<file path="config.mk">
export PLATFORM = sky130hd
export DESIGN_NAME = icf_front
export DESIGN_NICKNAME = d
export VERILOG_FILES = /design/src/design/icf_pkg.sv /design/src/design/icf_front.sv
export SDC_FILE = /design/constraint.sdc
export NUM_CORES = 1
export LEC_CHECK = 0
export BUFFER_PORTS_ARGS = -buffer_cell sky130_fd_sc_hd__buf_2
export CORE_AREA = 2 2 47 49
export DETAILED_ROUTE_END_ITERATION = 10
export DIE_AREA = 0 0 49 51
export PLACE_DENSITY = 0.8
export RECOVER_POWER = 50
export SETUP_SLACK_MARGIN = 0.1
export SLEW_MARGIN = 15
export SYNTH_ARGS = -nofsm -noshare
export SYNTH_HDL_FRONTEND = slang
export SYNTH_SLANG_ARGS = --single-unit
</file>
<file path="constraint.sdc">
create_clock -name clock -period 2.1 [get_ports clock]
set_clock_uncertainty 0.2 [all_clocks]
set_input_delay 0.21 -clock clock [delete_from_list [all_inputs] [get_ports clock]]
set_output_delay 0.21 -clock clock [all_outputs]
set_load 0.005 [all_outputs]
</file>
<file path="src/design/icf_pkg.sv">
`timescale 1ns / 1ps
`default_nettype none
// ----------------------------------------------------------------------------
// icf_pkg
// shared types and constants of the item-based score engine
// ----------------------------------------------------------------------------
package icf_pkg;

   localparam int ITEM_W      = 6;
   localparam int SIMIN_W     = 16;
   localparam int CFG_W       = 7;
   localparam int SCORE_W     = 22;
   localparam int HELD_W      = 64;
   localparam int REQ_TDATA_W = 32;
   localparam int RSP_TDATA_W = 24;
   localparam int QUEUE_DEPTH = 4;

   localparam logic [CFG_W-1:0]   NUM_ITEMS_RESET = 7'd64;
   localparam logic [SCORE_W-1:0] SCORE_MAX       = 22'h3FFFFF;

   typedef enum logic [1:0] {
      MODE_SIM_WRITE = 2'd0,
      MODE_CLEAR     = 2'd1,
      MODE_APPEND    = 2'd2,
      MODE_QUERY     = 2'd3
   } mode_type;

   // one classified command waiting for the back end
   typedef struct packed {
      mode_type                kind;
      logic [ITEM_W-1:0]       item;
      logic [ITEM_W-1:0]       nbr;
      logic [SIMIN_W-1:0]      sim;
      logic                    oor;
   } cmd_type;

   typedef enum logic [1:0] {
      ST_IDLE = 2'd0,
      ST_SCAN = 2'd1,
      ST_DONE = 2'd2
   } back_state_type;

endpackage
`default_nettype wire

</file>
<file path="src/design/icf_front.sv">
`timescale 1ns / 1ps
`default_nettype none
// ----------------------------------------------------------------------------
// icf_front
// accepts request transactions, range-checks and classifies them
// ----------------------------------------------------------------------------
module icf_front import icf_pkg::*; #(
   parameter int NUM_ITEMS = 64
) (
   input  wire logic                   clock,
   input  wire logic                   reset,
   input  wire logic                   req_tvalid,
   output logic                        req_tready,
   input  wire logic [REQ_TDATA_W-1:0] req_tdata,
   input  wire logic [1:0]             req_tuser,
   input  wire logic                   csr_wr_en,
   input  wire logic [CFG_W-1:0]       csr_wr_data,
   input  wire logic                   q_full,
   output logic                        push,
   output cmd_type                     push_cmd
);

   logic [CFG_W-1:0] num_items_ff;
   logic             accept;
   logic             item_ok;
   logic             nbr_ok;
   logic             keep;
   mode_type         mode;

   always_ff @(posedge clock) begin
      if (reset) begin
         num_items_ff <= NUM_ITEMS_RESET;
      end else if (csr_wr_en) begin
         num_items_ff <= csr_wr_data;
      end
   end

   assign req_tready = !q_full;
   assign accept     = req_tvalid && req_tready;
   assign mode       = mode_type'(req_tuser);

   always_comb begin
      push_cmd.kind = mode;
      push_cmd.item = req_tdata[ITEM_W-1:0];
      push_cmd.nbr  = req_tdata[2*ITEM_W-1:ITEM_W];
      push_cmd.sim  = req_tdata[2*ITEM_W+SIMIN_W-1:2*ITEM_W];
      item_ok       = 32'(push_cmd.item) < 32'(NUM_ITEMS);
      nbr_ok        = 32'(push_cmd.nbr) < 32'(NUM_ITEMS);
      push_cmd.oor  = !item_ok || ({1'b0, push_cmd.item} >= num_items_ff);
   end

   // writes and appends outside the matrix are dropped here
   always_comb begin
      unique case (mode)
         MODE_SIM_WRITE: keep = item_ok && nbr_ok;
         MODE_CLEAR:     keep = 1'b1;
         MODE_APPEND:    keep = item_ok;
         MODE_QUERY:     keep = 1'b1;
         default:        keep = 1'b0;
      endcase
   end

   assign push = accept && keep;

endmodule
`default_nettype wire

</file>
Word level (Yosys, flattened, before mapping)
Index checks and enable logic that the tools add are counted.
Storage, ports and cells
  input bits: 46
  word-level logic and storage cells: 11
  register bits after elaboration: 7
Operators by class
  equality and inequality tests: 3
  mux-type cells: 1
  reductions and logical operators: 5
  order comparisons: 1
Operators by type and width (number)
  greater-or-equal comparator 6 x 7 -> 1 bit: 1
  equality test 2 bit (second input constant): 2
  OR reduction 4 bit: 1
  equality test 2 x 1 -> 1 bit (second input constant): 1
  logical AND 1 bit: 2
  zero test 2 bit: 1
  zero test 1 bit: 1
  two-way mux 1 bit: 1

Depth between registers and ports, before layout
  depth after elaboration: 4
  mapped depth: 5
  gate-level depth less buffers: 5

Worst setup path after synthesis
Ideal clock, no wire load.
  kind: register to output
  start: reg num_items_ff[2]
  end: out push_cmd[0] (netlist bit)
  arrival time: 0.990 ns
  setup slack: 0.700 ns
  cell stages (with the launch flop): 6
  path through: dfxtp_1 inv_1 ha_1 a21o_1 a31oi_1 o22ai_1
RTL lines
  start, declared: line icf_front.sv:23  | logic [CFG_W-1:0] num_items_ff;
  start signal, assigned: line icf_front.sv:34  | num_items_ff <= csr_wr_data;
  end, declared: line icf_front.sv:20  | output cmd_type push_cmd

==> impl_metrics.yaml <==
final_layout:
  final.fill_count: 242
  seq_area_um2: 140
  layout_common_cells: "buf_2 (26), inv_1 (7), dfxtp_1 (7)"
  max_flop_register: "num_items_ff"
  largest_register_ffs: 7
  area_delta_synth_final_pct: -5.54
  reg_top3: "num_items_ff x7"
  final_common_cell: "buf_2"
  multi_input_area_um2: 229
  fin_util: 0.289
  finalNetCount: 126
  final_area_um2: 597
  insertedDiodeCount: 0
  drive_gt1_frac: 0.411
synth:
  synth_area_per_cell_um2: 8.66
  synthCells: 73
  syn_area_um2: 632
  syn_nets: 125
  synth_xor_area_frac: 0
  yosysTopAreaCellShare: 0.356
  ys_seq_elements: 7
  synth_top_area_cell: "buf_4"
  synth.distinct_cells: 16
  yosys.area_share.simple: 0.0832
  synth_top_family_by_area: "buffers and inverters"
  synth_mux_area_frac: 0.0950
  ys_seq_area_frac: 0.222
  yosys_warnings: 0
  synth_compound_area_frac: 0.0653
  synth_adder_area_share: 0.119
  netlist_top_cells_area: "buf_4 (36%), dfxtp_1 (22%), ha_1 (12%), mux2i_1 (9.5%), inv_1 (4.2%)"
grt:
  globalRouteOverflowTotal: 0
  grt_antenna_before_repair: 0
  grt_usage: 0.0738
  grt_max_degree: 9
  grt_pass1_wl_um: 1440
  grt_pass1_vias: 382
status:
  status: "complete, no violations"
clock_network:
  cts_root_buf: "clkbuf_4"
  clkSinkCount: 7
  post_cts_buffers: 0
  clk_transition_reported_paths_ns: 0.05
  cts_tree: "built"
  clock_path_buffers: 2
  h-tree-depth: 1
  numCtsBuffers: 3
  clk_latency_ns: 0.24
sta:
  slew_headroom: 0.862
  worst_slack_ns: 0.261
  slew_violations: 0
  finalSetupViolCount: 0
  period_needed_ns: 1.84
  timing.final.crit_share: 0.876
  rsz0062_at_grt: "false"
  tns_ns: 0
  finalHoldViolCount: 0
  tightestPinTransition_ns: 0.207
  timing.fmax_ghz: 0.544
pwr:
  peakVddDrop_mv: 0.156
  p_per_area_nw_per_um2: 554
  leakagePower_nw: 0.321
route:
  drc_errors: 0
  wire_per_inst_um: 8.95
  drt-pass1-iter-count: 2
  postRouteAntennaNets: 0
  drtIter0Drc: 2
  viasPerCell: 3.97
  vias: 401
  routed_wl_um: 904
place:
  dp_slack_ns: 0.496
  portBuffers: 26
  dpl_cell_area_um2: 561
  routabilityCongestion: 0.675
  dp_hpwl_um: 851
setup_path:
  cp_data_required_time_ns: 1.69
  crit_path_start: "num_items_ff[2]$_SDFFE_PP0P_"
  cp-start-kind: "flop"
  r2r-start: "num_items_ff[6]$_SDFFE_PP1P_"
  cp-end-kind: "output pin"
  path_class: "reg2out"
  cp.arrival_ns: 1.43
  critPathMaxFanout: 2
job:
  maxCapViolations: 0
floorplan:
  floorplan.rows: 17
  die_h_um: 51
  fp.dieW_um: 49
  initial_core_util: 0.306
  core-area_um2: 2060
  die-area_um2: 2500
  num_io_pins: 79
worst_hold_path:
  hold_class: "in2reg"
  holdCritStartpoint: "csr_wr_data[2]"
## layer usage
layer,vias up,wire length (µm),track usage,share of wire
li1,204,-,-,-
met3,0,160,0.0322,0.18
met4,0,0,0.0667,0
met5,-,0,0,0
met1,170,308,0.0724,0.34
met2,27,435,0.119,0.48
## Yosys cell counts
cell type,count
o22ai_1,1
inv_1,7
a21o_1,2
dfxtp_1,7
a211o_1,1
nand4b_1,1
mux2i_1,6
nor2b_1,1
nor2_1,6
ha_1,6
a21oi_1,1
buf_4,30
buf_6,1
nand2b_1,1
nor2b_2,1
a31oi_1,1
## repair_timing
action                    4_1_cts  5_1_grt
hold endpoints to repair        1        0
hold buffers                    1        0
gates resized for setup         0        0
## through the flow
| stage | hold slack, ns | total power [mW] | std cells |
|---|---|---|---|
| CTS | 0.00567 | 0.339 | 101 |
| detailed placement | 0.220 | 0.220 | 96 |
| floorplan | 0.0824 | 0.232 | 73 |
| global route | 0.00640 | 0.363 | 101 |
| finish | 0.0104 | 0.331 | 101 |
| global placement | 0.219 | 0.216 | 96 |
## logic make-up (layout without fill, tap and decap cells)
family / after synthesis / in the layout
AO/OA/AOI/OAI: 6 / 6
adder cells (fa/ha/maj): 6 / 6
buffers and inverters: 38 / 38
flip-flops: 7 / 7
multiplexers: 6 / 6
AND/OR/NAND/NOR: 10 / 10
## critical path: stages, from the launching register on
cell     delay (ns)
dfxtp_1        0.32
inv_1          0.04
ha_1           0.29
a21o_1         0.16
a31oi_1        0.15
o22ai_1        0.10
buf_2          0.13
## cell type report
type,instances,area share
multi-input combinational,28,0.384
sequential,7,0.235
timing repair buffer,27,0.235
tap,28,0.0587
clock buffer,4,0.0440
inverter,7,0.0440
## report_power, final
part           internal, mW  switching [mW]
combinational        0.0404          0.0306
clock                0.0720          0.0422
sequential            0.141         0.00390
## worst paths after layout
| check | endpoint | slack [ns] | cells after the start |
|---|---|---|---|
| min reg2reg | num_items_ff[2]$_SDFFE_PP0P_ | 0.29 | 2 |
| min | num_items_ff[2]$_SDFFE_PP0P_ | 0.01 | 3 |
| max reg2reg | num_items_ff[6]$_SDFFE_PP1P_ | 1.12 | 2 |
| max | push_cmd[0] | 0.26 | 6 |
Power figures use the tool's default switching activity.
