`src/design/icf_pkg.sv`:
```
`timescale 1ns / 1ps
`default_nettype none
// ----------------------------------------------------------------------------
// icf_pkg
// shared types and constants of the item-based score engine
// ----------------------------------------------------------------------------
package icf_pkg;

   localparam int ITEM_W      = 6;
   localparam int SIMIN_W     = 16;
   localparam int CFG_W       = 7;
   localparam int SCORE_W     = 22;
   localparam int HELD_W      = 64;
   localparam int REQ_TDATA_W = 32;
   localparam int RSP_TDATA_W = 24;
   localparam int QUEUE_DEPTH = 4;

   localparam logic [CFG_W-1:0]   NUM_ITEMS_RESET = 7'd64;
   localparam logic [SCORE_W-1:0] SCORE_MAX       = 22'h3FFFFF;

   typedef enum logic [1:0] {
      MODE_SIM_WRITE = 2'd0,
      MODE_CLEAR     = 2'd1,
      MODE_APPEND    = 2'd2,
      MODE_QUERY     = 2'd3
   } mode_type;

   // one classified command waiting for the back end
   typedef struct packed {
      mode_type                kind;
      logic [ITEM_W-1:0]       item;
      logic [ITEM_W-1:0]       nbr;
      logic [SIMIN_W-1:0]      sim;
      logic                    oor;
   } cmd_type;

   typedef enum logic [1:0] {
      ST_IDLE = 2'd0,
      ST_SCAN = 2'd1,
      ST_DONE = 2'd2
   } back_state_type;

endpackage
`default_nettype wire

```
`src/design/icf_queue.sv`:
```
`timescale 1ns / 1ps
`default_nettype none
// ----------------------------------------------------------------------------
// icf_queue
// short command fifo between front and back end
// ----------------------------------------------------------------------------
module icf_queue import icf_pkg::*; (
   input  wire logic    clock,
   input  wire logic    reset,
   input  wire logic    push,
   input  wire cmd_type push_cmd,
   output logic         full,
   input  wire logic    pop,
   output logic         head_valid,
   output cmd_type      head_cmd
);

   localparam int QAW = $clog2(QUEUE_DEPTH);

   cmd_type          q_ff [QUEUE_DEPTH];
   logic [QAW-1:0]   wr_ptr_ff, wr_ptr_in;
   logic [QAW-1:0]   rd_ptr_ff, rd_ptr_in;
   logic [QAW:0]     cnt_ff, cnt_in;

   always_comb begin
      wr_ptr_in = push ? wr_ptr_ff + 1'b1 : wr_ptr_ff;
      rd_ptr_in = pop  ? rd_ptr_ff + 1'b1 : rd_ptr_ff;
      cnt_in    = cnt_ff + (QAW+1)'(push) - (QAW+1)'(pop);
   end

   always_ff @(posedge clock) begin
      if (reset) begin
         wr_ptr_ff <= '0;
         rd_ptr_ff <= '0;
         cnt_ff    <= '0;
      end else begin
         wr_ptr_ff <= wr_ptr_in;
         rd_ptr_ff <= rd_ptr_in;
         cnt_ff    <= cnt_in;
      end
   end

   always_ff @(posedge clock) begin
      if (push) begin
         q_ff[wr_ptr_ff] <= push_cmd;
      end
   end

   assign full       = (cnt_ff == (QAW+1)'(QUEUE_DEPTH));
   assign head_valid = (cnt_ff != '0);
   assign head_cmd   = q_ff[rd_ptr_ff];

endmodule
`default_nettype wire

```
`config.mk`:
```
export PLATFORM = sky130hd
export DESIGN_NAME = icf_queue
export DESIGN_NICKNAME = d
export VERILOG_FILES = /design/src/design/icf_pkg.sv /design/src/design/icf_queue.sv
export SDC_FILE = /design/constraint.sdc
export NUM_CORES = 1
export LEC_CHECK = 0
export ABC_AREA = 0
export BUFFER_PORTS_ARGS = -buffer_cell sky130_fd_sc_hd__buf_4
export CORE_UTILIZATION = 35
export DETAILED_ROUTE_END_ITERATION = 10
export GPL_ROUTABILITY_DRIVEN = 0
export HOLD_SLACK_MARGIN = 0.12
export PLACE_DENSITY = 0.51
export SLEW_MARGIN = 15
export SYNTH_ARGS = -nofsm -noshare
export SYNTH_HDL_FRONTEND = slang
export SYNTH_SLANG_ARGS = --single-unit
```
`constraint.sdc`:
```
create_clock -name clock -period 2.3 [get_ports clock]
set_input_delay 0.46 -clock clock [delete_from_list [all_inputs] [get_ports clock]]
set_output_delay 0.46 -clock clock [all_outputs]
set_load 0.02 [all_outputs]
```
# After elaboration in Yosys (flattened, before gate mapping)
# Memory sizes are Yosys's and may differ from the RTL's. A register that Yosys moved wholly into a read port is not among the register bits.
# Index checks and enable logic that the tools add are counted.
[op_classes]
eq_ne = 1
magnitude_cmp = 0
n_mul = 0
shifts = 0
n_bitwise = 0
muxes = 4
n_reduce_logical = 1
div_mod_pow = 0
add_sub_neg = 4
[op_table]
columns = ["cell", "count"]
rows = [
  ["$add A2 B1 Y2 const B", 2],
  ["$mux W2", 2],
  ["$add A3 B1 Y3", 1],
  ["$eq A3 B3 Y1 const B", 1],
  ["$reduce_bool A3 Y1", 1],
  ["$sub A3 B1 Y3", 1],
  ["$mux W1", 2],
]
[totals]
input_bits = 35
reg_bits = 7
mem_count = 1
out_inout_bits = 33
latch_bits = 0
wordCells = 14
ram_bits = 124
rom_bits = 0
[memory_table]
columns = ["memory", "depth", "word_bits", "read_ports", "rd_ports_with_merged_regs", "write_ports", "line_no", "source"]
rows = [
  ["q_ff", 4, 31, 1, 1, 1, "icf_queue.sv:20", "cmd_type q_ff [QUEUE_DEPTH];"],
]

# Logic depth before layout (Yosys ltp)
# Gate-level depths: netlist of run 1.
[depth]
ltp_word = 3
depth_mapped = 7
mapped_depth_nobuf = 7

# Worst setup path after synthesis of run 1
# No wires, ideal clock.
[synth_path]
kind = "input to register"
from = "input port pop"
to = "register cnt_ff[2]"
n_path_buf = 0
arrival_ps = 1664
path_stages = 6
slack_ps = 526
cell_sequence = "ha_1 > inv_1 > ha_1 > fa_1 > xor3_1 > nor2_1"
[synth_between]
elab_chain_len = 1
[synth_lines]
columns = ["item", "line_no", "source"]
rows = [
  ["start, declared", "icf_queue.sv:13", "input wire logic pop,"],
  ["$sub A3 B1 Y3", "icf_queue.sv:28", "cnt_in = cnt_ff + (QAW+1)'(push) - (QAW+1)'(pop);"],
  ["end signal, assigned", "icf_queue.sv:39", "cnt_ff <= cnt_in;"],
  ["end, declared", "icf_queue.sv:23", "logic [QAW:0] cnt_ff, cnt_in;"],
]
# No other way between the ends.
# A chain may end at the register's enable or synchronous reset.

==> results.cfg, run 1 <==
[status]
outcome = finished, final reports clean

[die]
core.rowCount = 42
die_h_um = 121
die-area_um2 = 14500
die_x_um = 121
core_area_um2 = 13500
start_util = 0.365
io_pins = 68

[hold_path]
hold_class = input pin to flip-flop
whs_path_depth = 1

[synth]
synth_cell_type_count = 20
synth_largest_area_cell = edfxtp_1
synth.top_cell.area_share = 0.758
syn-cell-area_um2 = 4910
yosysWarnings = 0
synth_edf_count = 124
ys_ff_latch = 133
ys_async_sr_fraction = 0
syn_nets = 245
synthAdderAreaFrac = 0.0193
synth_area_leaders = edfxtp_1, mux4_2, dfxtp_1
synth_xor_area_frac = 0.00840
syn_avg_cell_area_um2 = 24.2
netlist_instances = 203
synthSimpleGateAreaFrac = 0.0155
ys.flop_type = edfxtp_1
muxShareOfSynthArea = 0.145
synth-compound-area-share = 0.00305
synth_top_family_by_area = multiplexers
ys_seq_area_frac = 0.794

[power]
design_power_total_uw = 6410
p_seq_frac = 0.440
pwr-share-clk = 0.444
p_switching_uw = 1440
comb_power_share = 0.116
leakage_uw = 0.00223
p_int_uw = 4980
peakVddDrop_uv = 440
p_sw_frac = 0.224
p_per_area_nw_per_um2 = 1000

[layout]
area_growth_pct = 30.2
nFillCells = 1157
fin_nets = 337
final_core_util = 0.476
diodes = 0
drive_above_1_share = 0.484

[sta]
finClkSkew_ns = 0.00496
setup_violations = 0
rsz0062_at_grt = false
fin_setup_tns_ns = 0
drv_slew = 0
whs_ns = 0.247
relSlewSlack = 0.769
finalCriticalPeriod_ns = 2.19
fmax_mhz = 457
final-hold-violation-count = 0
worst_slack_ns = 0.110
finalCritPeriodShare = 0.952
worst_pin_slew_ns = 0.347

[worst_setup_path]
critPathKind = flip-flop to output pin
worst-path-max-fanout = 6
crit_path_start_kind = flip-flop
cp.arrival_ns = 1.73
reg2reg_slack_ns = 0.56
end_kind = output pin
ff2ff_path_depth = 7
crit_required_ns = 1.84

[clock_network]
clk_latency_ns = 0.41
cts_sinks = 133
cts_made_buffers = 17
clk_path_buf_depth = 2
cts_root_buf = clkbuf_16
htree_num_levels = 4
cts.clk_slew.worst_paths_ns = 0.06
hold_buffers = 0
cts_tree = done

[placed_design]
hpwl_um = 5090
port_buffers = 67
place_ws_ns = 0.321

[global_route]
antenna_found_initial = 0
grt_usage = 0.133
grt_pass1_vias = 2387
globalRouteOverflowTotal = 0
grt_pass1_wl_um = 13400
grt_max_degree = 24

[run]
cap_viol_max_count = 0

[routing]
dr.pass1.iters = 4
drt_wl_total_um = 8860
ant_nets = 0
drt_first_iter_violations = 216
viasPerCell = 4.71
drc = 0
vias = 2281
routedWlPerCell_um = 18.3
## area by class of cell
| type | instances | area [um^2] | area share |
|---|---|---|---|
| clock buffer | 17 | 425 | 0.0665 |
| sequential | 133 | 3910 | 0.611 |
| multi-input combinational | 58 | 941 | 0.147 |
| inverter | 6 | 22.5 | 0.00352 |
| timing repair buffer | 79 | 681 | 0.106 |
| clock inverter | 15 | 201 | 0.0315 |
| tap | 176 | 220 | 0.0344 |
## sequential cells by signal, indices dropped and copies added (netlist names), named ones only
signal	count
cnt_ff	3
wr_ptr_ff	2
rd_ptr_ff	2
q_ff	124
## logic make-up (layout without fill, tap and decap cells)
logic type / Yosys count / after routing
buffers and inverters: 12 / 117
flip-flops: 133 / 133
XOR/XNOR: 3 / 3
AO/OA/AOI/OAI: 2 / 2
AND/OR/NAND/NOR: 14 / 14
multiplexers: 32 / 32
adder cells (fa/ha/maj): 7 / 7
## path summary, 6_finish.rpt
| path | startpoint | to |
|---|---|---|
| hold reg to reg | rd_ptr_ff[1] | flip-flop |
| setup reg to reg | cnt_ff[0] | cnt_ff[2] |
| hold / removal | push_cmd[30] | q_ff[2][30] |
| setup / recovery | flip-flop | head_cmd[10] |
## worst max-delay path, stage by stage (launching register included)
cell and delay, ns:
dfxtp_4 0.41, buf_4 0.21, mux4_2 0.52, buf_4 0.17
## routing by layer
| metal | track usage | wire (um) | part of all wire |
|---|---|---|---|
| met1 | 0.178 | 4180 | 0.47 |
| met2 | 0.190 | 4010 | 0.45 |
| met3 | 0.0519 | 538 | 0.061 |
| met4 | 0.0602 | 127 | 0.014 |
| met5 | 0 | 0 | 0 |
## stage by stage
step           instances  instance area, um^2
6_report             484                 6400
5_1_grt              484                 6400
4_1_cts              480                 6350
3_5_place_dp         448                 5720
3_3_place_gp         448                 5720
2_1_floorplan        203                 4910
## cell usage in the layout (no fill, tap or decap), types with 2 or more instances in the layout
| cell type | count |
|---|---|
| inv_6 | 4 |
| nor2b_1 | 2 |
| buf_12 | 5 |
| buf_6 | 2 |
| dfxtp_1 | 7 |
| and2_2 | 4 |
| buf_4 | 71 |
| mux4_2 | 31 |
| clkinvlp_4 | 3 |
| ha_1 | 6 |
| clkbuf_16 | 18 |
| inv_1 | 6 |
| nor2_1 | 5 |
| bufinv_16 | 4 |
| clkinv_2 | 3 |
| edfxtp_1 | 124 |
| xnor2_1 | 2 |
## power by group through the flow
| stage | combinational (uW) | clock, uW | sequential (uW) |
|---|---|---|---|
| after floorplan | 427 | 0 | 2860 |
| after global placement | 727 | 0 | 2870 |
| after detailed placement | 731 | 0 | 2880 |
| after CTS | 739 | 2910 | 2830 |
| after global routing | 804 | 3000 | 2830 |
| final | 742 | 2850 | 2820 |
## repair_timing
action / in CTS / in global routing
resized for setup: 4 / 0
gates cloned: 0 / 1
setup buffers: 0 / 3
pin swaps: 0 / 0
setup endpoints to repair: 26 / 22
## synthesized netlist by cell type (2+ instances only)
master	number
and2_1	4
xnor2_1	2
buf_2	3
dfxtp_1	9
buf_6	3
ha_1	6
nor2_1	5
nor2b_1	2
inv_1	6
mux4_2	30
edfxtp_1	124
No activity file was read; power rests on OpenSTA's default activity.
==> run 2: changes to the inputs <==
--- a/config.mk
+++ b/config.mk
@@ -5,8 +5,9 @@
 export SDC_FILE = /design/constraint.sdc
 export NUM_CORES = 1
 export LEC_CHECK = 0
-export ABC_AREA = 0
+export ABC_AREA = 1
 export BUFFER_PORTS_ARGS = -buffer_cell sky130_fd_sc_hd__buf_4
+export CORE_MARGIN = 2
 export CORE_UTILIZATION = 35
 export DETAILED_ROUTE_END_ITERATION = 10
 export GPL_ROUTABILITY_DRIVEN = 0
==> run 2 against run 1 <==
Net effect: synthesized cell count rose by 110%; core utilization is 3.3 points lower; final area increased by 8.6%; critical path type unchanged; critical endpoint is now head_cmd[3].
==> results.cfg, run 2 <==
[die]
io_pins = 68
core_area_um2 = 15700
die_h_um = 130
start_util = 0.353
die-area_um2 = 16900
core.rowCount = 46
die_x_um = 130

[synth]
synth_largest_area_cell = edfxtp_1
synth.top_cell.area_share = 0.670
syn-cell-area_um2 = 5550
syn_nets = 461
ys_async_sr_fraction = 0
synth_area_leaders = edfxtp_1, o211ai_2, inv_1
ys_ff_latch = 133
synth_cell_type_count = 17
syn_avg_cell_area_um2 = 13.3
synth_edf_count = 124
ys.flop_type = edfxtp_1
yosys-top-cells-count = edfxtp_1, inv_1, nand2_1
yosysWarnings = 0
netlist_instances = 419
ys_seq_area_frac = 0.703
synth.most_common_cell = edfxtp_1

[layout]
final_common_cell = edfxtp_1
layout.area.seq_um2 = 3910
fin_nets = 537
area_growth_pct = 25.2
multi_input_area_um2 = 1200
largest_register_ffs = 124
largestRegisters = q_ff x124, cnt_ff x3
drive_above_1_share = 0.339
layout_common_cells = edfxtp_1, inv_1, buf_4, nand2_1, a21oi_1
diodes = 0
top_register = q_ff
final_core_util = 0.442
nFillCells = 1465

[clock_network]
cts.clk_slew.worst_paths_ns = 0.06
cts_tree = done
clk_path_buf_depth = 2
cts_sinks = 133
clk_latency_ns = 0.41
cts_setup_buffers = 0
cts_resized = 0
hold_buffers = 0
cts_root_buf = clkbuf_16
cts_made_buffers = 17
htree_num_levels = 4

[sta]
final-hold-violation-count = 0
finalCritPeriodShare = 0.912
finClkSkew_ns = 0.00630
drv_slew = 0
fin_setup_tns_ns = 0
finalCriticalPeriod_ns = 2.10
rsz0062_at_grt = false
setup_violations = 0
worst_pin_slew_ns = 0.399
fmax_mhz = 477
relSlewSlack = 0.734

[power]
p_int_uw = 4640
comb_power_share = 0.119
p_switching_uw = 1460
p_seq_frac = 0.462
p_per_area_nw_per_um2 = 877
peakVddDrop_uv = 470
p_sw_frac = 0.239
pwr-share-clk = 0.418
leakage_uw = 0.00270

[worst_setup_path]
cp.arrival_ns = 1.64
end_kind = output pin
critPathKind = flip-flop to output pin
crit_path_start_kind = flip-flop
crit_required_ns = 1.84
worst-path-max-fanout = 25

[global_route]
grt_pass1_vias = 3078
antenna_found_initial = 0
globalRouteOverflowTotal = 0
grt_usage = 0.131
grt_max_degree = 30
grt_pass1_wl_um = 16100

[routing]
drt_wl_total_um = 10200
dr.pass1.iters = 4
drc = 0
ant_nets = 0
vias = 3162
viasPerCell = 4.37
drt_first_iter_violations = 128
routedWlPerCell_um = 14.1

[status]
outcome = finished, final reports clean

[hold_path]
hold_class = input pin to flip-flop

[placed_design]
port_buffers = 67
hpwl_um = 6190

[run]
cap_viol_max_count = 0
-- run 2: power by group through the flow --
stage	Combinational, uW	Sequential, uW	Clock [uW]
after floorplan	445	2840	0
after global placement	722	2870	0
after detailed placement	729	2880	0
after CTS	732	2830	2620
after global routing	807	2830	2740
final	727	2820	2550
-- run 2: logic make-up after synthesis --
kind of cell | count (synthesis) | share of synthesized area
AO/OA/AOI/OAI | 103 | 0.135
adder cells (fa/ha/maj) | 7 | 0.0171
buffers and inverters | 100 | 0.0806
flip-flops | 133 | 0.703
AND/OR/NAND/NOR | 76 | 0.0647
-- run 2: stage by stage --
stage          setup slack [ns]  total power [uW]  hold slack [ns]  std cells  area (um^2)
6_report                  0.203              6100            0.208        724         6950
5_1_grt                  0.0440              6380            0.187        724         6950
4_1_cts                  0.0350              6180            0.191        723         6940
3_5_place_dp              0.490              3610            0.448        691         6370
3_3_place_gp              0.500              3600            0.447        691         6370
2_1_floorplan             0.705              3290            0.436        419         5550
-- run 2: final timing paths --
kind,start,to,slack [ns],depth (start not counted)
hold reg to reg,rd_ptr_ff[1],flip-flop,0.45,2
setup reg to reg,cnt_ff[0],cnt_ff[2],0.73,9
hold / removal,reset,cnt_ff[0],0.21,2
setup / recovery,flip-flop,head_cmd[3],0.20,5
-- run 2: final cells by class --
cell class	instances	area share
Multi-Input combinational cell	186	0.173
Tap cell	216	0.0389
Clock inverter	14	0.0196
Timing Repair Buffer	78	0.102
Sequential cell	133	0.563
Inverter	79	0.0427
Clock buffer	18	0.0617
-- run 2: metal layers --
layer  global-route usage  vias to the layer above  part of all wire
li1                     -                     1593                 -
met1                0.153                     1508              0.44
met5                    0                        -                 0
met2                0.214                       50              0.51
met3               0.0492                       11             0.042
met4               0.0588                        0             0.013
-- run 2: worst max-delay path, stage by stage, from the launching register on --
cell and delay (ns):
dfxtp_4 0.59, buf_12 0.23, a21oi_1 0.05, o21ai_0 0.07, nand2_1 0.10, buf_4 0.17
==> run 3: changes to the inputs <==
--- a/config.mk
+++ b/config.mk
@@ -7,7 +7,6 @@
 export LEC_CHECK = 0
 export ABC_AREA = 1
 export BUFFER_PORTS_ARGS = -buffer_cell sky130_fd_sc_hd__buf_4
-export CORE_MARGIN = 2
 export CORE_UTILIZATION = 35
 export DETAILED_ROUTE_END_ITERATION = 10
 export GPL_ROUTABILITY_DRIVEN = 0
==> run 3 against run 2 <==
Net effect: final area shrank 2.0%; non-clock buffer count grew 1; sequential share of layout area grew 1.1 points; total power shrank 3.0%; routed wire length shrank 2.8%; first-iteration DRC count grew 4.7%; sequential power is essentially flat.
==> results.cfg, run 3 (same netlist as run 2, synthesis figures left out) <==
[routing]
vias = 3179
dr.pass1.iters = 4
drt_wl_total_um = 9890
drt_first_iter_violations = 134
ant_nets = 0
routedWlPerCell_um = 13.7
viasPerCell = 4.42
drc = 0

[layout]
largest_register_ffs = 124
top_register = q_ff
final_common_cell = edfxtp_1
largestRegisters = q_ff x124, cnt_ff x3
fin_nets = 538
area_growth_pct = 22.6
fin_cells = 720
nFillCells = 1420
final_core_util = 0.443
layout_common_cells = edfxtp_1, inv_1, buf_4, nand2_1, a21oi_1
diodes = 0
drive_above_1_share = 0.330

[clock_network]
cts_made_buffers = 17
hold_buffers = 0
htree_num_levels = 4
clk_path_buf_depth = 2
clk_latency_ns = 0.40
cts.clk_slew.worst_paths_ns = 0.05
cts_root_buf = clkbuf_16
cts_tree = done
cts_sinks = 133

[power]
peakVddDrop_uv = 756
design_power_total_uw = 5920
p_switching_uw = 1420
comb_power_share = 0.121
p_per_area_nw_per_um2 = 869
p_sw_frac = 0.239
pwr-share-clk = 0.405
leakage_uw = 0.00268
p_seq_frac = 0.473
p_int_uw = 4500

[sta]
drv_slew = 0
worst_pin_slew_ns = 0.489
setup_violations = 0
final-hold-violation-count = 0
fmax_mhz = 470
rsz0062_at_grt = false
finalCriticalPeriod_ns = 2.13
finClkSkew_ns = 0.00445
relSlewSlack = 0.674
whs_ns = 0.221
fin_setup_tns_ns = 0
finalCritPeriodShare = 0.924

[die]
core_area_um2 = 15400
io_pins = 68
core.rowCount = 45
start_util = 0.361
die_x_um = 128
die_h_um = 128
die-area_um2 = 16400

[global_route]
grt_pass1_wl_um = 15800
grt_pass1_vias = 3136
grt_busiest_layer = met2
grtUsageMet3 = 0.0417
grt_usage = 0.131
antenna_found_initial = 0
grt_max_degree = 101
globalRouteOverflowTotal = 0
gr-usage-met2 = 0.221
use_met1 = 0.155

[placed_design]
hpwl_um = 6030
dp_cells = 688
port_buffers = 67

[hold_path]
whs_path_depth = 2
hold_class = input pin to flip-flop

[worst_setup_path]
critPathKind = flip-flop to output pin
r2r-start = cnt_ff[0]
slowest_stage = dfxtp_4
crit_chain = buf_16 > a21oi_1 > o21ai_0 > nand2_1 > buf_4
end_kind = output pin
ff2ff_path_depth = 9
cp-endpoint = head_cmd[11]
crit_family = buffers and inverters
reg2reg_slack_ns = 0.73
worst-path-max-fanout = 100
max_stage_delay_ns = 0.36
cp.depth = 5
crit_path_start_kind = flip-flop
cp.arrival_ns = 1.67
crit_required_ns = 1.84
r2r_end = cnt_ff[2]
crit_buf_inv = 2

[run]
cap_viol_max_count = 0

[status]
outcome = finished, final reports clean
-- run 3: changes by cell type in the layout (fill, tap and decap cells not counted), sizes merged --
cell and delta:
clkbuf +2, buf +1, bufinv -1, clkinv +1, clkinvlp -1, inv -1
-- run 3: cell type report --
type | instances | area, um^2 | share of cell area
timing repair buffer | 79 | 613 | 0.0900
clock buffer | 20 | 437 | 0.0641
tap | 211 | 264 | 0.0388
inverter | 79 | 297 | 0.0435
multi-input combinational | 186 | 1200 | 0.177
clock inverter | 12 | 88.8 | 0.0130
sequential | 133 | 3910 | 0.574
-- run 3: worst min path at each step --
stage / startpoint / endpoint / slack, ns
2_1_floorplan: rd_ptr_ff[1] / flip-flop / 0.44
3_3_place_gp: rd_ptr_ff[1] / flip-flop / 0.45
3_5_place_dp: rd_ptr_ff[1] / flip-flop / 0.45
4_1_cts: reset / cnt_ff[0] / 0.20
5_1_grt: reset / cnt_ff[1] / 0.20
6_report: reset / cnt_ff[0] / 0.22
-- run 3: power by group through the flow --
stage | sequential, uW | combinational (uW) | clock [uW]
floorplan | 2840 | 445 | 0
global placement | 2850 | 720 | 0
detailed placement | 2850 | 730 | 0
CTS | 2800 | 732 | 2460
global route | 2810 | 797 | 2560
finish | 2800 | 717 | 2400
-- run 3: routing by layer --
metal	routed length [um]	share of wire	vias to the layer above
met5	0	0	-
met4	131	0.013	0
met3	426	0.043	10
met2	4950	0.50	75
met1	4390	0.44	1502
li1	-	-	1592
-- run 3: repair_timing --
item	in CTS	in global routing
buffers inserted	0	0
resized for setup	0	1
setup endpoints to repair	0	2
endpoints found under the hold margin	0	0
-- run 3: worst reg2reg max path, stage by stage, from the launching register on --
cell and delay [ns]:
dfxtp_1 0.32, inv_1 0.06, ha_1 0.26, inv_1 0.04
ha_1 0.18, fa_1 0.36, inv_1 0.08, nand3_1 0.07
nand2_1 0.06, nor2_1 0.04
-- run 3: stage by stage --
stage,instance area (um^2),setup slack (ns)
2_1_floorplan,5550,0.705
3_3_place_gp,6280,0.519
3_5_place_dp,6280,0.496
4_1_cts,6800,0.122
5_1_grt,6810,0.0206
6_report,6810,0.175
